<file path="src/hw/rtl/bce_pkg.sv">
// Shared types, register codes and the discharge table for the battery charge estimator.
// No dependencies.
package bce_pkg;

  localparam int PointCount = 21;
  localparam int CfgIndexW  = 2;
  localparam int CfgDataW   = 15;
  localparam int NumW       = 19;
  localparam int DenW       = 10;
  localparam int QUEUE_DEPTH = 2;

  localparam logic [13:0] ChargeFull = 14'd10000;
  localparam logic [13:0] ChargeEmpty = 14'd0;
  localparam logic [9:0]  SegCharge  = 10'd500;

  localparam logic [14:0] ThresholdReset  = 15'd1500;
  localparam logic [13:0] HysteresisReset = 14'd200;

  localparam logic [CfgIndexW-1:0] REG_THRESHOLD  = 2'd0;
  localparam logic [CfgIndexW-1:0] REG_HYSTERESIS = 2'd1;

  localparam logic [14:0] PointMv [PointCount] = '{
    15'd12600, 15'd12450, 15'd12330, 15'd12240, 15'd12060, 15'd11940, 15'd11850,
    15'd11730, 15'd11610, 15'd11490, 15'd11370, 15'd11250, 15'd11130, 15'd11010,
    15'd10890, 15'd10770, 15'd10560, 15'd10350, 15'd10050, 15'd9600, 15'd9000
  };

  localparam logic [13:0] PointCharge [PointCount] = '{
    14'd10000, 14'd9500, 14'd9000, 14'd8500, 14'd8000, 14'd7500, 14'd7000,
    14'd6500, 14'd6000, 14'd5500, 14'd5000, 14'd4500, 14'd4000, 14'd3500,
    14'd3000, 14'd2500, 14'd2000, 14'd1500, 14'd1000, 14'd500, 14'd0
  };

  typedef struct packed {
    logic [14:0]        voltage_mv;
    logic signed [15:0] current_ma;
  } sample_t;

  typedef struct packed {
    logic [13:0] charge_x100;
    logic        recomputed;
  } result_t;

  typedef struct packed {
    logic            update;
    logic            interp;
    logic [13:0]     base;
    logic [NumW-1:0] num;
    logic [DenW-1:0] den;
  } job_t;

endpackage

</file>
<file path="src/hw/rtl/bce_front.sv">
// Front end: configuration registers, busy hysteresis and table segment classification.
// Depends on bce_pkg.
module bce_front (
  input  logic                           clk,
  input  logic                           rst,
  input  logic                           cfg_valid,
  output logic                           cfg_ready,
  input  logic [bce_pkg::CfgIndexW-1:0]  cfg_index,
  input  logic [bce_pkg::CfgDataW-1:0]   cfg_data,
  input  logic                           sample_valid,
  output logic                           sample_ready,
  input  bce_pkg::sample_t               sample,
  input  logic                           queue_full,
  output logic                           push,
  output bce_pkg::job_t                  job
);

  localparam int DenW_L = bce_pkg::DenW;

  logic [14:0] threshold;
  logic [13:0] hysteresis;
  logic        busy;
  logic        computed;
  logic        busy_next;

  logic signed [16:0] upper;
  logic signed [16:0] lower;
  logic signed [16:0] ma;
  logic [4:0]         seg;
  logic [14:0]        hi_v;
  logic [14:0]        lo_v;
  logic [DenW_L-1:0]  dv;

  assign cfg_ready    = !rst;
  assign sample_ready = !rst && !queue_full;
  assign push         = sample_valid && sample_ready;

  assign upper = $signed({2'b00, threshold}) + $signed({3'b000, hysteresis});
  assign lower = $signed({2'b00, threshold}) - $signed({3'b000, hysteresis});
  assign ma    = 17'(sample.current_ma);

  always_comb begin
    busy_next = busy;
    if (!busy && (ma > upper)) begin
      busy_next = 1'b1;
    end else if (busy && (ma < lower)) begin
      busy_next = 1'b0;
    end
  end

  always_comb begin
    seg = '0;
    for (int k = bce_pkg::PointCount - 2; k >= 0; k--) begin
      if (sample.voltage_mv >= bce_pkg::PointMv[k+1]) begin
        seg = 5'(k);
      end
    end
  end

  assign hi_v = bce_pkg::PointMv[seg];
  assign lo_v = bce_pkg::PointMv[5'(seg + 5'd1)];
  assign dv   = DenW_L'(sample.voltage_mv - lo_v);

  always_comb begin
    job.update = !computed || !busy_next;
    job.interp = 1'b0;
    job.base   = bce_pkg::PointCharge[5'(seg + 5'd1)];
    job.num    = bce_pkg::NumW'({9'd0, dv}) * bce_pkg::NumW'(bce_pkg::SegCharge);
    job.den    = DenW_L'(hi_v - lo_v);
    if (sample.voltage_mv >= bce_pkg::PointMv[0]) begin
      job.base = bce_pkg::ChargeFull;
    end else if (sample.voltage_mv <= bce_pkg::PointMv[bce_pkg::PointCount-1]) begin
      job.base = bce_pkg::ChargeEmpty;
    end else begin
      job.interp = 1'b1;
    end
  end

  always_ff @(posedge clk) begin
    if (rst) begin
      threshold  <= bce_pkg::ThresholdReset;
      hysteresis <= bce_pkg::HysteresisReset;
      busy       <= 1'b0;
      computed   <= 1'b0;
    end else begin
      if (cfg_valid && cfg_ready) begin
        unique case (cfg_index)
          bce_pkg::REG_THRESHOLD:  threshold  <= cfg_data[14:0];
          bce_pkg::REG_HYSTERESIS: hysteresis <= cfg_data[13:0];
          default: ;
        endcase
      end
      if (push) begin
        busy     <= busy_next;
        computed <= computed || job.update;
      end
    end
  end

  a_busy_hold: assert property (@(posedge clk) disable iff (rst)
    !push |=> $stable(busy) && $stable(computed))
    else $error("busy state changed without an item");

  a_first_update: assert property (@(posedge clk) disable iff (rst)
    push && !computed |-> job.update)
    else $error("first item after reset not recomputed");

  a_interp_range: assert property (@(posedge clk) disable iff (rst)
    push && job.interp |-> (job.num < job.den * bce_pkg::NumW'(bce_pkg::SegCharge)))
    else $error("segment offset outside its span");

endmodule

</file>
<file path="src/hw/rtl/bce_queue.sv">
// Short queue of classified jobs between the front and back ends.
// Depends on bce_pkg.
module bce_queue #(
  parameter int Depth = bce_pkg::QUEUE_DEPTH
) (
  input  logic          clk,
  input  logic          rst,
  input  logic          push,
  input  bce_pkg::job_t push_job,
  output logic          full,
  input  logic          pop,
  output logic          not_empty,
  output bce_pkg::job_t head
);

  localparam int PtrW = (Depth > 1) ? $clog2(Depth) : 1;
  localparam int CntW = $clog2(Depth + 1);

  bce_pkg::job_t   slots [Depth];
  logic [PtrW-1:0] wr_ptr;
  logic [PtrW-1:0] rd_ptr;
  logic [CntW-1:0] count;

  assign full      = (count == CntW'(Depth));
  assign not_empty = (count != '0);
  assign head      = slots[rd_ptr];

  always_ff @(posedge clk) begin
    if (push) begin
      slots[wr_ptr] <= push_job;
    end
  end

  always_ff @(posedge clk) begin
    if (rst) begin
      wr_ptr <= '0;
      rd_ptr <= '0;
      count  <= '0;
    end else begin
      if (push) begin
        wr_ptr <= (wr_ptr == PtrW'(Depth - 1)) ? '0 : PtrW'(wr_ptr + 1'b1);
      end
      if (pop) begin
        rd_ptr <= (rd_ptr == PtrW'(Depth - 1)) ? '0 : PtrW'(rd_ptr + 1'b1);
      end
      if (push && !pop) begin
        count <= CntW'(count + 1'b1);
      end else if (pop && !push) begin
        count <= CntW'(count - 1'b1);
      end
    end
  end

  a_no_overflow: assert property (@(posedge clk) disable iff (rst) full |-> !push)
    else $error("push into full queue");

  a_no_underflow: assert property (@(posedge clk) disable iff (rst) !not_empty |-> !pop)
    else $error("pop from empty queue");

  a_count_step: assert property (@(posedge clk) disable iff (rst)
    push && !pop |=> count == CntW'($past(count) + 1'b1))
    else $error("queue count did not advance");

endmodule

</file>
<file path="src/hw/rtl/bce_back.sv">
// Back end: serial restoring divider for the interpolation, cached estimate and result register.
// Depends on bce_pkg.
module bce_back (
  input  logic             clk,
  input  logic             rst,
  input  logic             job_valid,
  input  bce_pkg::job_t    job,
  output logic             pop,
  output logic             result_valid,
  input  logic             result_ready,
  output bce_pkg::result_t result
);

  localparam int NumW = bce_pkg::NumW;
  localparam int DenW = bce_pkg::DenW;
  localparam int CntW = $clog2(NumW);

  typedef enum logic [1:0] {
    ST_IDLE,
    ST_DIVIDE,
    ST_FINISH
  } state_t;

  state_t          state;
  logic [NumW-1:0] work;
  logic [DenW-1:0] rem;
  logic [DenW-1:0] den;
  logic [13:0]     base;
  logic [CntW-1:0] count;
  logic [13:0]     cached;
  logic [DenW:0]   rem_shift;
  logic            fits;
  logic            slot_free;
  logic [13:0]     interp_charge;

  assign slot_free     = !result_valid || result_ready;
  assign pop           = (state == ST_IDLE) && job_valid && slot_free;
  assign rem_shift     = {rem, work[NumW-1]};
  assign fits          = rem_shift >= {1'b0, den};
  assign interp_charge = 14'(base + 14'(work));

  always_ff @(posedge clk) begin
    if (rst) begin
      state        <= ST_IDLE;
      result_valid <= 1'b0;
      cached       <= '0;
      count        <= '0;
    end else begin
      if (result_valid && result_ready) begin
        result_valid <= 1'b0;
      end
      unique case (state)
        ST_IDLE: begin
          if (pop) begin
            if (!job.update) begin
              result_valid       <= 1'b1;
              result.charge_x100 <= cached;
              result.recomputed  <= 1'b0;
            end else if (!job.interp) begin
              cached             <= job.base;
              result_valid       <= 1'b1;
              result.charge_x100 <= job.base;
              result.recomputed  <= 1'b1;
            end else begin
              work  <= job.num;
              den   <= job.den;
              base  <= job.base;
              rem   <= '0;
              count <= CntW'(NumW - 1);
              state <= ST_DIVIDE;
            end
          end
        end
        ST_DIVIDE: begin
          rem   <= fits ? DenW'(rem_shift - {1'b0, den}) : rem_shift[DenW-1:0];
          work  <= {work[NumW-2:0], fits};
          count <= CntW'(count - 1'b1);
          if (count == '0) begin
            state <= ST_FINISH;
          end
        end
        ST_FINISH: begin
          if (slot_free) begin
            cached             <= interp_charge;
            result_valid       <= 1'b1;
            result.charge_x100 <= interp_charge;
            result.recomputed  <= 1'b1;
            state              <= ST_IDLE;
          end
        end
        default: state <= ST_IDLE;
      endcase
    end
  end

  a_charge_range: assert property (@(posedge clk) disable iff (rst)
    result_valid |-> result.charge_x100 <= bce_pkg::ChargeFull)
    else $error("charge above full scale");

  a_quotient_range: assert property (@(posedge clk) disable iff (rst)
    state == ST_FINISH |-> work < NumW'(bce_pkg::SegCharge))
    else $error("interpolation step exceeds segment charge");

  a_cached_match: assert property (@(posedge clk) disable iff (rst)
    result_valid && !result.recomputed |-> result.charge_x100 == cached)
    else $error("cached result differs from cached estimate");

endmodule

</file>
<file path="src/hw/rtl/battery_charge_estimator.sv">
// Top level of the battery state-of-charge estimator.
// Depends on bce_pkg, bce_front, bce_queue and bce_back.
//
// Takes one voltage/current sample per item and returns one charge estimate in hundredths
// of a percent. The front end updates the busy flag with hysteresis and picks the table
// segment in the accept cycle, then queues the job. A sample that returns the cached value
// or a clamped end point goes from the queue straight into the back end's result register;
// an interpolated one first runs the 19-step serial restoring divider in the back end,
// which handles one job at a time. Samples keep being accepted while the queue has room.
module battery_charge_estimator #(
  parameter int QueueDepth = bce_pkg::QUEUE_DEPTH
) (
  input  logic                          clk,
  input  logic                          rst,
  input  logic                          cfg_valid,
  output logic                          cfg_ready,
  input  logic [bce_pkg::CfgIndexW-1:0] cfg_index,
  input  logic [bce_pkg::CfgDataW-1:0]  cfg_data,
  input  logic                          sample_valid,
  output logic                          sample_ready,
  input  bce_pkg::sample_t              sample,
  output logic                          result_valid,
  input  logic                          result_ready,
  output bce_pkg::result_t              result
);

  logic          push;
  logic          pop;
  logic          queue_full;
  logic          queue_not_empty;
  bce_pkg::job_t push_job;
  bce_pkg::job_t head_job;

  bce_front u_front (
    .clk          (clk),
    .rst          (rst),
    .cfg_valid    (cfg_valid),
    .cfg_ready    (cfg_ready),
    .cfg_index    (cfg_index),
    .cfg_data     (cfg_data),
    .sample_valid (sample_valid),
    .sample_ready (sample_ready),
    .sample       (sample),
    .queue_full   (queue_full),
    .push         (push),
    .job          (push_job)
  );

  bce_queue #(
    .Depth (QueueDepth)
  ) u_queue (
    .clk       (clk),
    .rst       (rst),
    .push      (push),
    .push_job  (push_job),
    .full      (queue_full),
    .pop       (pop),
    .not_empty (queue_not_empty),
    .head      (head_job)
  );

  bce_back u_back (
    .clk          (clk),
    .rst          (rst),
    .job_valid    (queue_not_empty),
    .job          (head_job),
    .pop          (pop),
    .result_valid (result_valid),
    .result_ready (result_ready),
    .result       (result)
  );

endmodule

</file>
<file path="config.mk">
export PLATFORM = sky130hd
export DESIGN_NAME = battery_charge_estimator
export DESIGN_NICKNAME = d
export VERILOG_FILES = /design/src/hw/rtl/bce_pkg.sv /design/src/hw/rtl/bce_front.sv /design/src/hw/rtl/bce_queue.sv /design/src/hw/rtl/bce_back.sv /design/src/hw/rtl/battery_charge_estimator.sv
export SDC_FILE = /design/constraint.sdc
export NUM_CORES = 1
export LEC_CHECK = 0
export BUFFER_PORTS_ARGS = -buffer_cell sky130_fd_sc_hd__buf_2
export CAP_MARGIN = 15
export CORE_MARGIN = 8
export CORE_UTILIZATION = 60
export CTS_CLUSTER_SIZE = 8
export DETAILED_ROUTE_END_ITERATION = 10
export GPL_ROUTABILITY_DRIVEN = 1
export HOLD_SLACK_MARGIN = 0.06
export MAX_ROUTING_LAYER = met4
export PLACE_DENSITY = 0.83
export SLEW_MARGIN = 20
export SYNTH_ARGS = -nofsm -noshare
export SYNTH_HDL_FRONTEND = slang
export SYNTH_SLANG_ARGS = --single-unit
</file>
<file path="constraint.sdc">
create_clock -name clk -period 10.65 [get_ports clk]
set_input_delay 1.065 -clock clk [delete_from_list [all_inputs] [get_ports clk]]
set_output_delay 1.065 -clock clk [all_outputs]
set_load 0.05 [all_outputs]
</file>
==> flow_metrics.py, run 1 <==
metrics = {
    "critical_path": {
        "crit_top_cell": "ha_1",
        "path_max_fanout": 22,
        "setup.worst_path.start": "sample[23]",
        "cpPeakStageDelay_ns": 0.63,
        "crit_arrival_ns": 10.02,
        "crit_type": "input pin to flop",
        "startpoint_type": "input pin",
        "critPathCaptureType": "flop",
        "r2r_start": "u_front.hysteresis[0]$_SDFFE_PP0P_",
        "slowest_stage": "xnor2_1",
        "required_ns": 11.03,
    },
    "placed_design": {
        "port_buffers": 70,
        "dpl.hpwl_um": 24700,
        "gp_congestion": 0.956,
    },
    "global_routing": {
        "grt_antenna_before_repair": 0,
        "grt_pass1_wl_um": 55000,
        "grtUsageTotal_pct": 23.6,
        "grt_pass1_vias": 11200,
        "overflow": 0,
        "grt_start_max_net_pins": 54,
    },
    "clock_tree": {
        "cts_sinks": 203,
        "post_cts_buffers": 0,
        "cts_buffers": 29,
        "path_clk_slew_ns": 0.05,
        "insertion_delay_ns": 0.53,
        "clockBufferDepth": 3,
        "cts_tree": "yes",
        "cts-root-buf": "clkbuf_16",
        "cts_hold_buffers": 0,
        "htree_levels": 1,
        "cts_resized": 0,
    },
    "drt": {
        "wl_per_cell_um": 17.8,
        "antenna_left": 0,
        "initialDrtViolationCount": 806,
        "dr.pass1.iters": 5,
        "drc": 0,
        "viasPerCell": 6.00,
        "finalWirelength_um": 33800,
        "vias": 11400,
    },
    "timing": {
        "relSlewSlack_pct": 28.7,
        "finClkSkew_ns": 0.0155,
        "slew_viol_final": 0,
        "final-setup-viol-count": 0,
        "rsz0062_at_grt": "false",
        "final_hold_viol_count": 0,
        "period_share_pct": 90.5,
        "setup_total_negative_slack_ns": 0,
        "max_freq_mhz": 104,
        "worst_pin_slew_ns": 1.07,
        "min_period_ns": 9.63,
    },
    "job": {
        "drv_cap": 0,
    },
    "finish": {
        "mostFrequentLayoutCells": "150 x ha_1, 145 x edfxtp_1, 135 x inv_1, 132 x nand2_1, 117 x a21oi_1",
        "final_common_cell": "ha_1",
        "final_nets": 1790,
        "multi_input_area_sq_um": 8230,
        "num-fill-cells": 1857,
        "syn_to_final_growth_pct": 10.2,
        "drive_gt1_share_pct": 10.2,
        "seq_area_sq_um": 5520,
        "insertedDiodeCount": 0,
    },
    "die": {
        "dieArea_sq_um": 29300,
        "dieHeight_um": 171,
        "core_area_sq_um": 24000,
        "die-width_um": 171,
        "start_util_pct": 60.2,
        "rows": 57,
        "ios": 71,
    },
    "run_status": {
        "status": "finished, final reports clean",
    },
    "yosys": {
        "ys.flop_type": "edfxtp_1",
        "ys_ff_latch": 203,
        "synth_area_per_cell_sq_um": 9.64,
        "syn_area_sq_um": 14500,
        "synth_area_leaders": "edfxtp_1 30%, ha_1 13%, dfxtp_1 8.0%",
        "synth_top_area_share_pct": 30.1,
        "synth_cell_types": 86,
        "synth_enable_flop_cells": 145,
        "synth_warnings": 0,
        "async_flop_share_pct": 0,
        "synthCells": 1502,
        "synth-seq-area-share_pct": 38.1,
        "synth_fp_nets": 1737,
        "yosys.area.top_type": "edfxtp_1",
    },
    "hold_path": {
        "worstHoldStart": "u_back.cached[0]$_SDFFE_PP0P_",
        "hold_path_class": "flop to flop",
    },
}
worst max-delay path: cells and delay by family:
kind	cells	cell delay [ns]
AO/OA/AOI/OAI	12	2.79
XOR/XNOR	2	0.77
adder cells (fa/ha/maj)	8	3.15
buffers and inverters	5	0.73
AND/OR/NAND/NOR	7	1.53
cells in the mapped netlist, drive strengths merged, types with 32 or more instances:
| master | count |
|---|---|
| a21oi | 120 |
| clkbuf | 49 |
| dfxtp | 58 |
| edfxtp | 145 |
| fa | 32 |
| ha | 150 |
| inv | 136 |
| mux2i | 40 |
| nand2 | 132 |
| nand3 | 35 |
| nor2 | 99 |
| o21ai | 104 |
| xnor2 | 55 |
kinds of logic after synthesis:
family,Yosys count,synth area share (%)
multiplexers,58,4.17
adder cells (fa/ha/maj),183,17.5
XOR/XNOR,74,4.53
AND/OR/NAND/NOR,399,13.2
flip-flops,203,38.1
AO/OA/AOI/OAI,388,17.3
buffers and inverters,197,5.16
final timing paths:
| check | to | slack (ns) | cells past startpoint |
|---|---|---|---|
| setup / recovery | u_queue.slots[0][26]$_DFFE_PP_ | 1.02 | 34 |
| hold / removal | u_back.cached[0]$_SDFFE_PP0P_ | 0.45 | 2 |
| setup reg to reg | u_queue.slots[0][42]$_DFFE_PP_ | 6.05 | 19 |
| hold reg to reg | u_back.cached[0]$_SDFFE_PP0P_ | 0.45 | 2 |
state kept, by name, summed over array words and instances, names as in the netlist, named ones only:
name	cells
u_back.cached	14
u_back.result_valid	1
u_front.computed	1
u_back.rem	10
u_front.threshold	15
u_queue.rd_ptr	1
u_back.state	2
u_front.hysteresis	14
u_queue.wr_ptr	1
u_back.result	15
u_back.base	12
u_back.count	5
u_back.work	19
u_queue.count	2
u_front.busy	1
u_back.den	9
u_queue.slots	80
per-stage QoR:
stage               worst slack (ns)  area, sq um  util (%)  cells  hold slack (ns)
finish                          1.02        15900      66.3   1899            0.454
global route                   0.172        15900      66.3   1899            0.475
CTS                             1.12        15900      66.2   1898            0.457
detailed placement             0.598        15100      62.8   1847            0.441
global placement               0.988        15100      62.8   1847            0.433
floorplan                       1.43        14500         -   1502            0.420
routing by layer:
metal	part of all wire (%)	track usage (%)	up-vias
met1	42	29.1	5423
met2	49	40.3	404
met4	3.6	8.73	0
met3	5.6	1.97	92
met5	0	-	-
li1	-	-	5484
area by class of cell:
| type | instances | share of cell area, % |
|---|---|---|
| multi-input cells | 1102 | 51.6 |
| inverters | 136 | 3.20 |
| clock inverters | 2 | 0.102 |
| flip-flops and latches | 203 | 34.6 |
| well taps | 324 | 2.54 |
| clock buffers | 49 | 5.02 |
| repair buffers | 83 | 2.89 |
Power of run 1 is left out: the tool's default activity adds up to more than one toggle a clock period on the data nets, which glitch-free logic cannot reach.
==> run 2: changes to the inputs <==
Settings changed: CELL_PAD_IN_SITES_DETAIL_PLACEMENT set to 1, CELL_PAD_IN_SITES_GLOBAL_PLACEMENT set to 1, CORE_UTILIZATION 60 to 49, PLACE_DENSITY 0.83 to 0.86.
==> flow_metrics.py, run 2 (synthesis gave the netlist of run 1 again) <==
metrics = {
    "drt": {
        "vias": 11900,
        "viasPerCell": 6.06,
        "finalWirelength_um": 43800,
        "initialDrtViolationCount": 773,
        "dr.pass1.iters": 5,
        "antenna_left": 0,
        "wl_per_cell_um": 22.3,
        "drc": 0,
    },
    "critical_path": {
        "required_ns": 11.03,
        "slowest_stage": "a2111oi_1",
        "crit_top_cell": "ha_1",
        "crit_arrival_ns": 10.30,
        "crit_type": "input pin to flop",
        "critPathCaptureType": "flop",
        "startpoint_type": "input pin",
        "path_max_fanout": 22,
        "cpPeakStageDelay_ns": 0.62,
        "r2r_slack_ns": 5.73,
    },
    "global_routing": {
        "grt_util_met3_pct": 2.97,
        "grt_pass1_vias": 13300,
        "grt_pass1_wl_um": 70200,
        "grt_start_max_net_pins": 54,
        "overflow": 0,
        "use_met2_pct": 43.6,
        "grt_busiest_layer": "met2",
        "grt_antenna_before_repair": 0,
        "met1_usage_pct": 27.9,
        "grtUsageTotal_pct": 24.9,
    },
    "timing": {
        "period_share_pct": 93.1,
        "worst_pin_slew_ns": 1.04,
        "final-setup-viol-count": 0,
        "min_period_ns": 9.91,
        "setup_total_negative_slack_ns": 0,
        "relSlewSlack_pct": 30.6,
        "max_freq_mhz": 101,
        "hold_ws_ns": 0.472,
        "final_hold_viol_count": 0,
        "finClkSkew_ns": 0.00836,
        "slew_viol_final": 0,
        "rsz0062_at_grt": "false",
    },
    "finish": {
        "syn_to_final_growth_pct": 11.0,
        "reg_top3": "u_queue.slots x80, u_back.work x19",
        "final_nets": 1790,
        "design_area_sq_um": 16100,
        "final_common_cell": "ha_1",
        "layout.cells.non_filler": 1967,
        "largest_reg_flops": 80,
        "mostFrequentLayoutCells": "150 x ha_1, 145 x edfxtp_1, 135 x inv_1, 132 x nand2_1, 117 x a21oi_1",
        "drive_gt1_share_pct": 10.5,
        "insertedDiodeCount": 0,
        "largest-register": "u_queue.slots",
    },
    "placed_design": {
        "place_area_sq_um": 15200,
        "dpl.hpwl_um": 31100,
        "placedCellCount": 1914,
        "gp_congestion": 0.863,
        "port_buffers": 70,
    },
    "die": {
        "dieArea_sq_um": 35300,
        "ios": 71,
        "dieHeight_um": 188,
        "core_area_sq_um": 29400,
        "rows": 63,
        "die-width_um": 188,
        "start_util_pct": 49.2,
    },
    "clock_tree": {
        "cts-root-buf": "clkbuf_16",
        "cts_sinks": 203,
        "insertion_delay_ns": 0.53,
        "cts_buffers": 29,
        "htree_levels": 1,
        "cts_hold_buffers": 0,
        "cts_tree": "yes",
        "path_clk_slew_ns": 0.05,
        "clockBufferDepth": 3,
    },
    "run_status": {
        "status": "finished, final reports clean",
    },
    "hold_path": {
        "hold_path_class": "flop to flop",
    },
    "job": {
        "drv_cap": 0,
    },
}
[run 2: cell count changes in the layout (fill, tap and decap cells not counted)]
cell        previous run  this run
nor2b_4                0         1
clkbuf_8               0         2
xnor2_1               54        53
o21bai_2               0         1
dfxtp_4                1         0
clkinvlp_4             1         0
clkbuf_1              20        21
dfxtp_2                0         1
nor2b_2                1         2
o21bai_1              10         9
xnor2_2                1         2
nor2b_1               20        18
[run 2: layout make-up]
class / instances / area (sq um)
Fill cell: 3331 / 13300
Clock buffer: 52 / 832
Multi-Input combinational cell: 1102 / 8250
Tap cell: 390 / 488
Clock inverter: 1 / 8.76
Timing Repair Buffer: 83 / 460
Inverter: 136 / 510
Sequential cell: 203 / 5520
[run 2: path summary, 6_finish.rpt]
check	endpoint	cells after the start	from
hold / removal	u_back.cached[3]$_SDFFE_PP0P_	2	u_back.cached[3]$_SDFFE_PP0P_
setup reg to reg	u_queue.slots[1][42]$_DFFE_PP_	22	u_front.threshold[0]$_SDFFE_PP0P_
setup / recovery	u_queue.slots[1][26]$_DFFE_PP_	34	sample[23]
hold reg to reg	u_back.cached[3]$_SDFFE_PP0P_	2	u_back.cached[3]$_SDFFE_PP0P_
[run 2: layer usage]
metal  share of wire [%]  routed length (um)
met1                  40               17600
met2                  51               22300
met3                 4.1                1790
met4                 4.8                2080
met5                   0                   0
[run 2: stage by stage]
stage	utilization, %	setup WS (ns)
finish	54.7	0.735
global route	54.7	0.0670
CTS	54.6	0.684
detailed placement	51.7	0.214
global placement	51.7	0.730
floorplan	-	1.43
[run 2: repair_timing]
| item | in CTS | in global routing |
|---|---|---|
| setup buffers | 0 | 0 |
| gates resized for setup | 0 | 2 |
| setup endpoints to repair | 0 | 2 |
[run 2: worst max-delay path, delay by kind of cell]
kind | cells | cell delay, ns
AOI/OAI and AO/OA | 12 | 3.39
adders and majority gates | 8 | 3.25
and+or+nand+nor | 7 | 1.51
buffers and inverters | 5 | 0.72
xor gates and xnor gates | 2 | 0.37
Power of run 2 is left out for the same reason.
==> run 3: changes to the inputs <==
Settings changed: BUFFER_PORTS_ARGS -buffer_cell sky130_fd_sc_hd__buf_2 to unset, CORE_UTILIZATION 49 to 52, DONT_BUFFER_PORTS set to 1, HOLD_SLACK_MARGIN 0.06 to 0.12, PLACE_DENSITY 0.86 to 0.87, SYNTH_HIERARCHICAL set to 1.
==> flow_metrics.py, run 3 <==
metrics = {
    "yosys": {
        "yosys.area.top_type": "edfxtp_1",
        "synth-seq-area-share_pct": 37.8,
        "syn_area_sq_um": 15600,
        "synthCells": 1619,
        "ys.flop_type": "edfxtp_1",
        "synth_top_area_share_pct": 30.4,
        "async_flop_share_pct": 0,
        "ys_ff_latch": 216,
        "synthTopCellsByCount": "184 x nand2_1, 158 x edfxtp_1, 155 x ha_1, 140 x inv_1, 133 x a21oi_1",
        "synth_warnings": 6,
        "synth_area_per_cell_sq_um": 9.65,
        "synth_enable_flop_cells": 158,
        "yosysMostFrequentCell": "nand2_1",
        "synth_cell_types": 93,
        "synth_area_leaders": "edfxtp_1 30%, ha_1 12%, dfxtp_1 7.4%",
    },
    "placed_design": {
        "dp_slack_ns": 0.534,
        "dpl.hpwl_um": 32800,
        "gp_congestion": 0.910,
        "placedCellCount": 1957,
        "port_buffers": 0,
    },
    "finish": {
        "drive_gt1_share_pct": 9.23,
        "insertedDiodeCount": 0,
        "utilization_pct": 56.8,
        "final_nets": 1843,
        "largest-register": "u_queue/slots",
        "reg_top3": "u_queue/slots x90, u_back/work x19",
        "syn_to_final_growth_pct": 7.73,
        "final_common_cell": "nand2_1",
        "layout.cells.non_filler": 2015,
        "mostFrequentLayoutCells": "184 x nand2_1, 158 x edfxtp_1, 155 x ha_1, 140 x inv_1, 133 x a21oi_1",
        "largest_reg_flops": 90,
    },
    "critical_path": {
        "startpoint_type": "input pin",
        "reg2regPathDepth": 22,
        "crit_arrival_ns": 10.08,
        "critPathCaptureType": "flop",
        "crit_type": "input pin to flop",
        "r2r_slack_ns": 5.13,
        "rr_endpoint": "u_queue/slots[0][44]$_DFFE_PP_",
        "cp_top_family": "adder cells",
        "r2r_start": "u_front/threshold[0]$_SDFFE_PP0P_",
        "slowest_stage": "fa_1",
        "required_ns": 10.94,
        "path_buf_inv": 6,
        "path_max_fanout": 18,
        "cpPeakStageDelay_ns": 0.54,
    },
    "timing": {
        "worst_pin_slew_ns": 1.00,
        "rsz0062_at_grt": "false",
        "relSlewSlack_pct": 31.6,
        "setup_total_negative_slack_ns": 0,
        "period_share_pct": 91.9,
        "slew_viol_final": 0,
        "final_hold_viol_count": 0,
        "finClkSkew_ns": 0.0209,
        "final-setup-viol-count": 0,
        "layout_setup_ws_ns": 0.858,
        "min_period_ns": 9.79,
        "max_freq_mhz": 102,
    },
    "die": {
        "ios": 71,
        "start_util_pct": 52.7,
        "rows": 63,
        "core_area_sq_um": 29600,
        "dieArea_sq_um": 35800,
        "die-width_um": 189,
        "dieHeight_um": 189,
    },
    "global_routing": {
        "grt_pass1_wl_um": 73900,
        "grt_start_max_net_pins": 56,
        "overflow": 0,
        "use_met2_pct": 46.6,
        "grt_busiest_layer": "met2",
        "grtUsageTotal_pct": 26.3,
        "grt_pass1_vias": 13600,
        "grt_util_met3_pct": 2.80,
        "grt_antenna_before_repair": 0,
        "met1_usage_pct": 30.6,
    },
    "drt": {
        "initialDrtViolationCount": 760,
        "drc": 0,
        "finalWirelength_um": 46700,
        "viasPerCell": 6.21,
        "dr.pass1.iters": 5,
        "antenna_left": 0,
        "wl_per_cell_um": 23.2,
        "vias": 12500,
    },
    "hold_path": {
        "hold_path_class": "flop to flop",
        "hold-path-cell-count": 1,
        "worstHoldStart": "u_front/computed$_SDFFE_PP0P_",
        "whs_endpoint": "u_front/computed$_SDFFE_PP0P_",
    },
    "clock_tree": {
        "htree_levels": 1,
        "clockBufferDepth": 3,
        "cts_resized": 0,
        "cts_tree": "yes",
        "cts-root-buf": "clkbuf_16",
        "insertion_delay_ns": 0.57,
        "cts_buffers": 31,
        "cts_hold_buffers": 0,
        "path_clk_slew_ns": 0.05,
        "cts_sinks": 216,
        "post_cts_buffers": 0,
    },
    "run_status": {
        "status": "finished, final reports clean",
    },
    "job": {
        "drv_cap": 0,
    },
}
==> run 3: layout make-up <==
| type | instances | area, sq um |
|---|---|---|
| timing repair buffer | 19 | 143 |
| inverter | 142 | 541 |
| multi-input combinational | 1190 | 8830 |
| fill | 3367 | 12800 |
| clock inverter | 3 | 55.1 |
| tap | 390 | 488 |
| clock buffer | 55 | 866 |
| sequential | 216 | 5910 |
==> run 3: cells by family (layout without fill, tap and decap cells) <==
logic type | after synthesis | after routing | share of synthesized area (%)
other | 1 | 5 | 0.0240
flip-flops | 216 | 216 | 37.8
adder cells (fa/ha/maj) | 191 | 191 | 17.0
multiplexers | 60 | 60 | 4.24
XOR/XNOR | 76 | 76 | 4.26
AND/OR/NAND/NOR | 459 | 459 | 14.0
buffers and inverters | 217 | 219 | 5.97
AO/OA/AOI/OAI | 399 | 399 | 16.7
==> run 3: metal layers <==
metal,wire length (um),up-vias,share of wire (%)
met5,0,-,0
met4,1620,0,3.5
met3,2110,118,4.5
met2,24000,370,51
met1,18900,6293,41
li1,-,5729,-
==> run 3: per-stage QoR <==
step	area, sq um	hold WS, ns
2_1_floorplan	15600	0.427
3_3_place_gp	15900	0.443
3_5_place_dp	15900	0.450
4_1_cts	16800	0.469
5_1_grt	16800	0.481
6_report	16800	0.461
==> run 3: how the worst max path moves through the flow <==
stage                           from                              to  slack [ns]  cells past startpoint
after floorplan           sample[28]  u_queue/slots[0][28]$_DFFE_PP_        0.71                     37
after global placement    sample[28]  u_queue/slots[0][28]$_DFFE_PP_        0.92                     37
after detailed placement  sample[28]  u_queue/slots[1][27]$_DFFE_PP_        0.53                     37
after CTS                 sample[28]  u_queue/slots[1][28]$_DFFE_PP_        0.91                     35
after global routing      sample[28]  u_queue/slots[1][28]$_DFFE_PP_        0.43                     36
final                     sample[28]  u_queue/slots[1][28]$_DFFE_PP_        0.86                     36
==> run 3: worst register-to-register path: stages (launching register included) <==
cell and delay, ns:
dfxtp_1 0.33, ha_1 0.23, fa_1 0.42, a21oi_1 0.19
nor2_1 0.07, o21ai_0 0.20, a21oi_1 0.13, o21ai_0 0.22
a21oi_1 0.13, o21ai_0 0.31, a21oi_1 0.18, o211ai_1 0.32
nand2_1 0.11, xor2_1 0.16, ha_1 0.31, nand4_1 0.18
a21oi_1 0.28, o31a_1 0.19, o211ai_1 0.08, a2111oi_0 0.87
nor4_1 0.08, o21ai_0 0.12, o211ai_1 0.14
Power of run 3 is left out for the same reason.
